`src/rtl/s2x_pkg.sv`:
```
// Package for the Scale2x scanline upscaler: field widths, register and command codes,
// the result record and the 75 percent RGB565 dimming functions.
// Used by every module of the block; depends on nothing.
package s2x_pkg;

  localparam int unsigned MaxWidthDef     = 512;
  localparam int unsigned MaxHeightDef    = 1024;
  localparam int unsigned RstActiveWidth  = 256;
  localparam int unsigned RstActiveHeight = 192;
  localparam int unsigned MinActive       = 3;

  localparam int unsigned PixW       = 16;
  localparam int unsigned CenterXW   = 9;
  localparam int unsigned CenterYW   = 10;
  localparam int unsigned ActWidthW  = 10;
  localparam int unsigned ActHeightW = 11;
  localparam int unsigned CfgDataW   = 11;
  localparam int unsigned CfgAddrW   = 1;
  localparam int unsigned InDataW    = 16;
  localparam int unsigned OutFieldsW = CenterXW + CenterYW + 4 * PixW;
  localparam int unsigned OutDataW   = 88;
  localparam int unsigned OutPadW    = OutDataW - OutFieldsW;

  localparam int unsigned ResDepth = 8;
  localparam int unsigned ResPtrW  = $clog2(ResDepth);
  localparam int unsigned ResCntW  = $clog2(ResDepth + 1);

  typedef enum logic [CfgAddrW-1:0] {
    RegActiveWidth  = 1'b0,
    RegActiveHeight = 1'b1
  } cfg_reg_e;

  typedef enum logic {
    CmdPixel = 1'b0,
    CmdDrain = 1'b1
  } cmd_e;

  typedef logic [PixW-1:0] pix_t;

  typedef struct packed {
    pix_t top_left;
    pix_t top_right;
    pix_t bottom_left;
    pix_t bottom_right;
  } quad_t;

  typedef struct packed {
    logic [CenterXW-1:0] center_x;
    logic [CenterYW-1:0] center_y;
    quad_t               quad;
    logic                last_of_run;
    logic                frame_done;
  } res_t;

  // floor(3*c/4) for a 5-bit and a 6-bit channel.
  function automatic logic [4:0] dim5(logic [4:0] c);
    logic [6:0] t;
    t = {2'b00, c} + {1'b0, c, 1'b0};
    return t[6:2];
  endfunction

  function automatic logic [5:0] dim6(logic [5:0] c);
    logic [7:0] t;
    t = {2'b00, c} + {1'b0, c, 1'b0};
    return t[7:2];
  endfunction

  function automatic pix_t dim_pix(pix_t p);
    return {dim5(p[15:11]), dim6(p[10:5]), dim5(p[4:0])};
  endfunction

endpackage

```
`src/rtl/s2x_kernel.sv`:
```
// Scale2x expansion of one centre pixel into a 2x2 block, lower row dimmed.
// Depends on s2x_pkg for the pixel and block types and the dimming function.
module s2x_kernel (
  input  s2x_pkg::pix_t  b_i,
  input  s2x_pkg::pix_t  d_i,
  input  s2x_pkg::pix_t  e_i,
  input  s2x_pkg::pix_t  f_i,
  input  s2x_pkg::pix_t  h_i,
  output s2x_pkg::quad_t quad_o
);

  always_comb begin
    s2x_pkg::pix_t e0;
    s2x_pkg::pix_t e1;
    s2x_pkg::pix_t e2;
    s2x_pkg::pix_t e3;
    e0 = e_i;
    e1 = e_i;
    e2 = e_i;
    e3 = e_i;
    if ((b_i != h_i) && (d_i != f_i)) begin
      e0 = (d_i == b_i) ? d_i : e_i;
      e1 = (b_i == f_i) ? f_i : e_i;
      e2 = (d_i == h_i) ? d_i : e_i;
      e3 = (h_i == f_i) ? f_i : e_i;
    end
    quad_o.top_left     = e0;
    quad_o.top_right    = e1;
    quad_o.bottom_left  = s2x_pkg::dim_pix(e2);
    quad_o.bottom_right = s2x_pkg::dim_pix(e3);
  end

endmodule

```
`config.mk`:
```
export PLATFORM = sky130hd
export DESIGN_NAME = s2x_kernel
export DESIGN_NICKNAME = d
export VERILOG_FILES = /design/src/rtl/s2x_pkg.sv /design/src/rtl/s2x_kernel.sv
export SDC_FILE = /design/constraint.sdc
export NUM_CORES = 1
export LEC_CHECK = 0
export BUFFER_PORTS_ARGS = -buffer_cell sky130_fd_sc_hd__buf_2
export CORE_MARGIN = 2
export CORE_UTILIZATION = 40
export DETAILED_ROUTE_END_ITERATION = 6
export GPL_TIMING_DRIVEN = 0
export PLACE_DENSITY_LB_ADDON = 0.15
export SLEW_MARGIN = 20
export SYNTH_ARGS = -nofsm -noshare
export SYNTH_HDL_FRONTEND = slang
export SYNTH_SLANG_ARGS = --single-unit
```
`constraint.sdc`:
```
create_clock -name vclk -period 4.4
set_input_delay 0.66 -clock vclk [all_inputs]
set_output_delay 0.66 -clock vclk [all_outputs]
set_load 0.01 [all_outputs]
```
After elaboration in Yosys (flattened, before gate mapping)
Index checks and enable logic that the tools add are counted.

storage, ports and cells
  memory bits (read-only) = 0
  output and inout bits = 64
  latch bits = 0
  flip-flop bits (word level) = 0
  bits of input ports = 80
  bits in writable memories = 0
  logic and storage cells = 21
  memories = 0

cells by class
  order comparisons = 0
  divide/modulo/power cells = 0
  eq/ne operators = 6
  $mul = 0
  add/subtract/negate cells = 6
  bitwise logic cells = 0
  reduce and logical (&&, ||, !) cells = 1
  muxes and demuxes = 8
  shift operators = 0

operators by type and width
  cell                  number
  2-to-1 mux 16 bit     8
  equality test 16 bit  4
  != test 16 bit        2
  adder 5 x 6 -> 7 bit  4
  adder 6 x 7 -> 8 bit  2
  logical AND 1 bit     1

Depth between registers and ports, before layout
  word-level depth = 4
  gate-level depth with buffers = 13
  depth with buffers taken out = 11

Least setup slack after synthesis
No wires, ideal clock.

  path type = input port to output port
  start = in f_i[12]
  end = out quad_o[25] (netlist name)
  setup slack = 0.153 ns
  buffers on the path = 2
  stages = 12
  arrival time = 3.587 ns
  cell sequence = buf_2 > xor2_1 > nor4_2 > nand4_1 > nand3_2 > buf_2 > mux2_2 > ha_1 > and3_1 > a311o_1 > a41o_1 > mux2i_1

RTL lines
  what                line             source
  start: declaration  s2x_kernel.sv:7  input s2x_pkg::pix_t f_i,
  end: declaration    s2x_kernel.sv:9  output s2x_pkg::quad_t quad_o

==> results.tsv <==
stage	metric	value	unit
route	Post-route DRC	0	
timing	Final Max Slew Viols	0	
timing	FMAX	0.237	GHz
timing	setup TNS	0	ps
cells_and_area	nets	611	
synthesis	netlist area before placement	0.00302	mm²
cells_and_area	proportion of layout cells with a drive suffix above 1	46.5	%
pwr	Switch Pwr	236	µW
worst_setup_path	critical setup path kind	in2out	
cells_and_area	Layout fillers	762	
hold_path	Hold Path Sink	quad_o[48]	
route	routed len/inst	16.7	µm
timing	Hold Violations, Final	0	
synthesis	sequential share of the synthesized area	0	%
route	vias per cell	5.22	
worst_setup_path	Worst EP arrival	3560	ps
clocking	CTS Hold Bufs	0	
worst_setup_path	critical path buffer and inverter count	4	
timing	Setup-failing EPs final	0	
pwr	peak supply drop	0.0568	mV
timing	Tightest Pin Transition	402	ps
synthesis	post-synth top area cell	mux2_2	
timing	Tmin final	4220	ps
cells_and_area	CLK BUF	0	
worst_setup_path	slowest stage cell, crit path	o41a_1	
place	gp weighted congestion	0.854	
floorplanning	die area	0.00827	mm²
status	status	completed	
floorplanning	Initial Utilization	41.5	%
place	IO buf count	137	
synthesis	top cells by area, synth	mux2_2 21%, xnor2_1 17%, xor2_1 17%	
synthesis	average cell area after synthesis	8.64	µm²
worst_setup_path	CP endpoint kind	output port	
pwr	Power Density	110	mW/mm²
timing	period utilisation layout	95.9	%
floorplanning	die width	91.0	µm
global_route	initial antenna violation count	0	
cells_and_area	P&R area growth vs syn	31.9	%
synthesis	synthesized instance count	350	
timing	Slew HR	73.0	%
floorplanning	Die Ht	91.0	µm
pwr	Internal	203	µW
pwr	Reg power frac	0	%
pwr	clock network power share	0	%
floorplanning	row count	31	
place	dpl hpwl	8500	µm
worst_setup_path	top fanout value on the critical path	10	
synthesis	syn nets	464	
cells_and_area	FF/Latch Area	0	µm²
route	remaining antenna violation count	0	
cells_and_area	antenna cell count	0	
route	starting DRC count in detailed routing	83	
worst_setup_path	Critical Path, Cell by Cell	buf_2 -> xor2_1 -> nor4_1 -> nand4_1 -> buf_4 -> nand3_4 -> buf_12 -> mux2_2 -> ha_1 -> o41a_1 -> nor4_1 -> a311oi_1 -> buf_2	
synthesis	Yosys Warn Count	0	
hold_path	HP Start	e_i[0]	
timing	hold slack	1670	ps
global_route	global-route wire length before repair	15600	µm
route	1st-pass router iterations	4	
hold_path	Worst Hold Class	in2out	
hold_path	Hold Path Depth	3	
synthesis	most frequent cells after synthesis	57 x xnor2_1, 57 x xor2_1, 56 x mux2_2, 28 x ha_1, 21 x inv_1	
worst_setup_path	CP startpoint	b_i[15]	
worst_setup_path	CP max stage delay	460	ps
floorplanning	Core Area	0.00729	mm²
pwr	Logic pwr share	100.0	%
global_route	global route total overflow	0	
route	Via Count	3100	
worst_setup_path	Required @ worst endpoint	3740	ps
pwr	cell leakage power	1.94	nW
cells_and_area	FFs & Latches	0	
cells_and_area	Multi-input gate area	0.00293	mm²
global_route	GRT Util Overall	22.8	%
synthesis	Yosys cell types	38	
run	Max-Cap Viols	0	
route	Detailed Route WL	9940	µm
pwr	Sw Share	53.7	%
global_route	vias in the first global route	3113	
worst_setup_path	cell family with most CP delay	simple AND/OR/NAND/NOR gates	
floorplanning	I/O pins	144	
worst_setup_path	Worst setup SP type	input port	
synthesis	Yosys top cell area share	20.9	%
global_route	pin count of the biggest net entering global routing	11	
## cells by family after synthesis
family | Yosys count | share of synthesized area, %
compound gates | 35 | 8.36
simple gates | 73 | 14.3
mux | 62 | 23.2
xor+xnor | 114 | 33.0
fa+ha+maj | 34 | 15.6
buf+inv | 32 | 5.63
## cell usage in the layout (no fill, tap or decap), types with 2 or more instances in the layout
| cell | instances |
|---|---|
| nor4_2 | 9 |
| o21ai_2 | 2 |
| a21oi_1 | 7 |
| fa_1 | 6 |
| a31oi_1 | 3 |
| buf_2 | 139 |
| nor3_1 | 2 |
| xnor2_1 | 57 |
| mux2_4 | 3 |
| nand2_1 | 18 |
| nand3_4 | 2 |
| ha_1 | 27 |
| and4_1 | 3 |
| nor2b_1 | 2 |
| inv_1 | 21 |
| a31o_1 | 2 |
| buf_4 | 11 |
| nand2b_1 | 3 |
| mux2_2 | 55 |
| o21ai_0 | 2 |
| a21o_1 | 11 |
| nand3_1 | 2 |
| nor4_1 | 7 |
| mux2i_1 | 4 |
| nand4_1 | 16 |
| nor2_1 | 6 |
| xor2_1 | 57 |
| buf_6 | 5 |
## metal layers
layer / track usage [%] / wire length [µm]
met5: 0 / 0
met4: 3.66 / 167
met3: 2.07 / 621
met2: 40.1 / 4720
met1: 30.6 / 4430
## how the worst max path moves through the flow
stage | to | slack, ps | depth (start not counted)
floorplan | quad_o[25] | 150 | 12
global placement | quad_o[25] | -540 | 13
detailed placement | quad_o[25] | -580 | 13
CTS | quad_o[9] | 70 | 15
global route | quad_o[26] | -4 | 14
finish | quad_o[9] | 180 | 13
## through the flow
step	utilization [%]	cell area (µm²)	worst slack (ps)	power, mW	instances
after global placement	52.6	3830	-544	0.423	586
after global routing	54.7	3990	-3.92	0.482	594
after CTS	53.9	3930	70.7	0.434	592
after floorplan	-	3020	153	0.258	350
final	54.7	3990	181	0.439	594
after detailed placement	52.6	3830	-584	0.428	586
## what timing repair did
item | in CTS | in global routing
gates resized for setup | 8 | 7
pin swaps | 4 | 5
buffers inserted | 7 | 2
endpoints found under the setup margin | 21 | 11
## final cells by class
class / count / area share [%]
Buffer: 10 / 2.54
Inverter: 21 / 1.98
Multi-Input combinational cell: 318 / 73.5
Tap cell: 99 / 3.11
Timing Repair Buffer: 146 / 18.9
## power by group through the flow
stage	Sequential (mW)	Combinational, mW	Clock [mW]
2_1_floorplan	0	0.258	0
3_3_place_gp	0	0.423	0
3_5_place_dp	0	0.428	0
4_1_cts	0	0.434	0
5_1_grt	0	0.482	0
6_report	0	0.439	0
(Power assumes the default switching activity.)
