### config.mk
export PLATFORM = sky130hd
export DESIGN_NAME = s2x_rfifo
export DESIGN_NICKNAME = d
export VERILOG_FILES = /design/src/rtl/s2x_pkg.sv /design/src/rtl/s2x_rfifo.sv
export SDC_FILE = /design/constraint.sdc
export NUM_CORES = 1
export LEC_CHECK = 0
export BUFFER_PORTS_ARGS = -buffer_cell sky130_fd_sc_hd__buf_2
export CAP_MARGIN = 30
export CORE_AREA = 2 2 234 236
export CTS_CLUSTER_DIAMETER = 50
export DETAILED_ROUTE_END_ITERATION = 8
export DIE_AREA = 0 0 236 238
export PLACE_DENSITY = 0.9
export SLEW_MARGIN = 10
export SYNTH_ARGS = -nofsm -noshare
export SYNTH_HDL_FRONTEND = slang
export SYNTH_SLANG_ARGS = --single-unit
### constraint.sdc
create_clock -name clk_i -period 14.6 [get_ports clk_i]
set_input_delay 0 -clock clk_i [delete_from_list [all_inputs] [get_ports clk_i]]
set_output_delay 0 -clock clk_i [all_outputs]
set_load 0.02 [all_outputs]
### src/rtl/s2x_pkg.sv
// Package for the Scale2x scanline upscaler: field widths, register and command codes,
// the result record and the 75 percent RGB565 dimming functions.
// Used by every module of the block; depends on nothing.
package s2x_pkg;

  localparam int unsigned MaxWidthDef     = 512;
  localparam int unsigned MaxHeightDef    = 1024;
  localparam int unsigned RstActiveWidth  = 256;
  localparam int unsigned RstActiveHeight = 192;
  localparam int unsigned MinActive       = 3;

  localparam int unsigned PixW       = 16;
  localparam int unsigned CenterXW   = 9;
  localparam int unsigned CenterYW   = 10;
  localparam int unsigned ActWidthW  = 10;
  localparam int unsigned ActHeightW = 11;
  localparam int unsigned CfgDataW   = 11;
  localparam int unsigned CfgAddrW   = 1;
  localparam int unsigned InDataW    = 16;
  localparam int unsigned OutFieldsW = CenterXW + CenterYW + 4 * PixW;
  localparam int unsigned OutDataW   = 88;
  localparam int unsigned OutPadW    = OutDataW - OutFieldsW;

  localparam int unsigned ResDepth = 8;
  localparam int unsigned ResPtrW  = $clog2(ResDepth);
  localparam int unsigned ResCntW  = $clog2(ResDepth + 1);

  typedef enum logic [CfgAddrW-1:0] {
    RegActiveWidth  = 1'b0,
    RegActiveHeight = 1'b1
  } cfg_reg_e;

  typedef enum logic {
    CmdPixel = 1'b0,
    CmdDrain = 1'b1
  } cmd_e;

  typedef logic [PixW-1:0] pix_t;

  typedef struct packed {
    pix_t top_left;
    pix_t top_right;
    pix_t bottom_left;
    pix_t bottom_right;
  } quad_t;

  typedef struct packed {
    logic [CenterXW-1:0] center_x;
    logic [CenterYW-1:0] center_y;
    quad_t               quad;
    logic                last_of_run;
    logic                frame_done;
  } res_t;

  // floor(3*c/4) for a 5-bit and a 6-bit channel.
  function automatic logic [4:0] dim5(logic [4:0] c);
    logic [6:0] t;
    t = {2'b00, c} + {1'b0, c, 1'b0};
    return t[6:2];
  endfunction

  function automatic logic [5:0] dim6(logic [5:0] c);
    logic [7:0] t;
    t = {2'b00, c} + {1'b0, c, 1'b0};
    return t[7:2];
  endfunction

  function automatic pix_t dim_pix(pix_t p);
    return {dim5(p[15:11]), dim6(p[10:5]), dim5(p[4:0])};
  endfunction

endpackage

### src/rtl/s2x_rfifo.sv
// Result queue of the upscaler: takes up to two results per cycle, gives one.
// Depends on s2x_pkg for the result record and the queue depth.
module s2x_rfifo (
  input  logic                          clk_i,
  input  logic                          rst_ni,
  input  logic                          push0_i,
  input  s2x_pkg::res_t                 data0_i,
  input  logic                          push1_i,
  input  s2x_pkg::res_t                 data1_i,
  input  logic                          pop_i,
  output s2x_pkg::res_t                 head_o,
  output logic [s2x_pkg::ResCntW-1:0]   count_o
);

  s2x_pkg::res_t                 slots_q [s2x_pkg::ResDepth];
  logic [s2x_pkg::ResPtrW-1:0]   wp_q, wp_d, rp_q, rp_d, wp_next;
  logic [s2x_pkg::ResCntW-1:0]   cnt_q, cnt_d;

  always_comb begin
    wp_next = wp_q + s2x_pkg::ResPtrW'(1);
    wp_d    = wp_q + s2x_pkg::ResPtrW'(push0_i) + s2x_pkg::ResPtrW'(push1_i);
    rp_d    = rp_q + s2x_pkg::ResPtrW'(pop_i);
    cnt_d   = cnt_q + s2x_pkg::ResCntW'(push0_i) + s2x_pkg::ResCntW'(push1_i)
              - s2x_pkg::ResCntW'(pop_i);
  end

  always_ff @(posedge clk_i) begin
    if (push0_i) begin
      slots_q[wp_q] <= data0_i;
    end
    if (push1_i) begin
      slots_q[push0_i ? wp_next : wp_q] <= data1_i;
    end
  end

  always_ff @(posedge clk_i or negedge rst_ni) begin
    if (!rst_ni) begin
      wp_q  <= '0;
      rp_q  <= '0;
      cnt_q <= '0;
    end else begin
      wp_q  <= wp_d;
      rp_q  <= rp_d;
      cnt_q <= cnt_d;
    end
  end

  assign head_o  = slots_q[rp_q];
  assign count_o = cnt_q;

endmodule

### Word level (Yosys, flattened, before mapping)

Memory sizes are Yosys's and may differ from the RTL's.
Cells that the tools add are included.

* add/sub/neg operators: 7
* mux-type cells: 5

Operators with widths (count)
* 3-bit by 1-bit adder with 3-bit output: 3
* 4-bit by 1-bit adder with 4-bit output: 2
* 1-bit two-way mux: 4
* 4-bit by 1-bit subtractor with 4-bit output: 1
* 3-bit by 1-bit adder with 3-bit output, second input constant: 1
* 3-bit two-way mux: 1

* output and inout bits: 89
* memories: 1
* register bits: 10
* bits in writable memories: 680
* word-level logic and storage cells: 16

Memories
* slots_q: depth 8, bits a word 85, read ports 1, clocked after memory_dff 0, write ports 2, line s2x_rfifo.sv:15 `s2x_pkg::res_t slots_q [s2x_pkg::ResDepth];`

### Logic depth before layout (Yosys ltp)

* depth in word-level cells: 3
* depth in mapped cells: 8

### Worst setup path after synthesis

OpenSTA, ideal clock, no wires.

* path kind: register to register
* start point: register wp_q[0] (netlist bit)
* end point: memory slots_q[4][0] (netlist bit), enable pin
* cell stages (with the launch flop): 4
* arrival time: 6.816 ns
* period minus slack after synthesis: 7.461 ns
* path slack: 7.139 ns
* required time: 13.954 ns
* cell sequence: dfrtp_1 -> buf_2 -> or2_2 -> o21ai_0

RTL lines
* start: declaration: line s2x_rfifo.sv:16 `logic [s2x_pkg::ResPtrW-1:0] wp_q, wp_d, rp_q, rp_d, wp_next;`
* start signal: assignment: line s2x_rfifo.sv:42 `wp_q <= wp_d;`
* end: declaration: line s2x_rfifo.sv:15

==> reports/metrics.cfg <==
[final_layout]
nFillCells=2681
postLayoutCellArea_um2=41600
flow.area_growth_from_synthesis_pct=20.26
layout_commonest_cell=sky130_fd_sc_hd__mux2_2
design.final.nets=2513
proportion_of_layout_cells_with_a_drive_suffix_above_1_pct=57.15
layout.cells.most_common_list=sky130_fd_sc_hd__mux2_2 (687), sky130_fd_sc_hd__edfxtp_1 (680), sky130_fd_sc_hd__buf_2 (263)

[detailed_routing]
post-route-drc-count=0
detailroute.via_count=20750
detailedRoute.firstIterationViolations=1875
routed_wire_length_per_instance_um=29.40
wl_um=90850
antenna_left=0
route.detailed.vias_per_inst=6.716
detailedRoute.firstPassIterationCount=5

[floorplan]
fp-row-count=85
die_h_um=238
floorplan.die_area_um2=56170
core_um2=53500
floorplan.initialDensity_pct=64.67
total_i_o_pin_count=264
die_width_um=236

[sta]
fin_setup_tns_ps=0
min_period_ps=4350
worst_slew_margin_rel_pct=31.14
timing.fmax_mhz=229.9
slew_viol_final=0
rsz0062_at_grt=false
fin_ws_ps=10250
hold_ws_ps=64.30
finalSetupViolations=0
final.period_utilization_pct=29.80
report.final.hold_viol_count=0
slew_at_the_pin_closest_to_its_max_slew_limit_ps=1033
clock_skew_ps=21.00

[synth]
synth_area_um2=34600
synth.net_count=2002
synth_flop_cell=sky130_fd_sc_hd__edfxtp_1
syn_avg_cell_area_um2=19.04
synth-edff-count=680
ys_seq_elements=690
synthesis.instances=1817
async_flop_share_pct=1.449
ys.warnings.count=0
yosys.cell_types.count=34
yosysSeqAreaShare_pct=59.74

[critical_path]
critical_path_arrival_ps=4710
worst_setup_ep_type=register
cp_max_fo=43
cp_data_required_time_ps=14960
cp-start-kind=register
cell_count_of_the_worst_reg_to_reg_path=7
timing.setup.critical_path_class=register to register

[hold_path]
worstHoldPathCells=4
holdCritPathClass=input port to register

[power]
power-per-cell-area_nw_per_um2=202.8
totalPowerFinal_mw=8.436
ir_drop_uv=189.2
p_leak_nw=14.77

[clocking]
clock_path_buffers=3
clkSinkCount=690
cts_buffers=75
ctsHtreeMaxLevel=3
tritoncts_clock_tree=yes
cts-hold-fix-buffers=259
post_cts.repair.setup_buffers=0
worstSkewPairLatency_ps=620
clk_root_buffer_cell=sky130_fd_sc_hd__clkbuf_16
postCtsResizedCells=0
clk_pin_slew_worst_paths_ps=60

[place]
weighted_congestion_reported_at_the_end_of_routability_driven_placement=0.7893
placement.io_buffers=263
dpl_worst_slack_ps=10430
detailedPlacementHpwl_um=46590
post_dp_cell_area_um2=36570

[global_route]
grt_pass1_vias=22300
grt_antenna_before_repair=9
grt_overflow_total=0
grt_max_degree=101
grt_first_pass_wirelength_um=136900
globalRouteTotalUtil_pct=32.48

[run]
maxCapViolCount=0

[run_status]
outcome=complete, no violations

==> kinds of logic (layout without fill, tap and decap cells) <==
| group | count (synthesis) | count (layout) | share of synthesized area, % |
|---|---|---|---|
| mux | 936 | 936 | 36.84 |
| flops | 690 | 690 | 59.74 |
| buf+inv | 137 | 705 | 2.079 |
| simple gates | 24 | 24 | 0.4412 |
| compound gates | 14 | 14 | 0.3147 |
| fa+ha+maj | 10 | 10 | 0.4267 |
| xor+xnor | 6 | 6 | 0.1519 |
| other cells | 0 | 9 | 0 |
==> synth_stat cells (all sizes together) (2+ instances only) <==
master,number,share of area [%]
nor2b,2,0.036
o21bai,2,0.043
dfrtp,10,0.72
ha,7,0.25
nand2,11,0.16
o21ai,6,0.087
xnor2,4,0.10
mux4,170,11
inv,12,0.13
buf,96,1.6
xor2,2,0.051
mux2,765,26
nor4bb,2,0.058
edfxtp,680,59
fa,3,0.17
clkbuf,29,0.31
nand2b,4,0.072
==> worst max-delay path, cell delays in order, from the launching register on <==
cell and delay (ps):
sky130_fd_sc_hd__dfrtp_1 510, sky130_fd_sc_hd__ha_1 390, sky130_fd_sc_hd__o32ai_1 520, sky130_fd_sc_hd__nor2b_4 270, sky130_fd_sc_hd__buf_4 660, sky130_fd_sc_hd__buf_4 760, sky130_fd_sc_hd__mux2_2 410, sky130_fd_sc_hd__dlygate4sd3_1 540
==> final cells by class <==
class	instances	area, um^2	area share [%]
sequential	690	20680	49.71
multi-input combinational	990	13340	32.07
timing repair buffer	559	4309	10.36
clock buffer	90	1997	4.800
tap	696	870.8	2.093
clock inverter	44	336.6	0.8090
inverter	12	45.04	0.1083
antenna	9	22.52	0.05413
==> sequential cells by signal, indices dropped and copies added (netlist names) <==
name,count
rp_q,3
wp_q,3
count_o,4
slots_q,680
==> power by group <==
part / switching (mW) / internal [mW]
sequential: 0.232 / 2.93
clock: 0.793 / 1.03
combinational: 1.89 / 1.55
total: 2.92 / 5.52
==> worst paths after layout <==
kind | start | end | slack [ps]
min in group asynchronous | rst_ni | wp_q[2]$_DFF_PN0_ | 520
worst min register to register | count_o[3]$_DFF_PN0_ | count_o[3]$_DFF_PN0_ | 620
worst max-delay path | wp_q[0]$_DFF_PN0_ | slots_q[0][53]$_DFFE_PP_ | 10250
worst max register to register | wp_q[0]$_DFF_PN0_ | slots_q[0][53]$_DFFE_PP_ | 10250
worst min-delay path | push0_i | count_o[0]$_DFF_PN0_ | 60
max in group asynchronous | rst_ni | rp_q[0]$_DFF_PN0_ | 13700
==> routing by layer <==
metal / routed length [um] / vias up / part of all wire, % / global-route usage, %
met5: 54 / - / 0.059 / 0
met3: 7072 / 231 / 7.8 / 5.703
li1: - / 8505 / - / -
met1: 33160 / 10820 / 36 / 41.28
met2: 47370 / 1192 / 52 / 56.09
met4: 3190 / 8 / 3.5 / 12.84
==> metrics by stage <==
stage                     util [%]  std cells
final                        77.77       3090
after global routing         77.76       3087
after CTS                    77.57       3077
after detailed placement     68.36       2684
after global placement       68.22       2681
after floorplan                  -       1817
No activity file was read; power rests on OpenSTA's default activity.
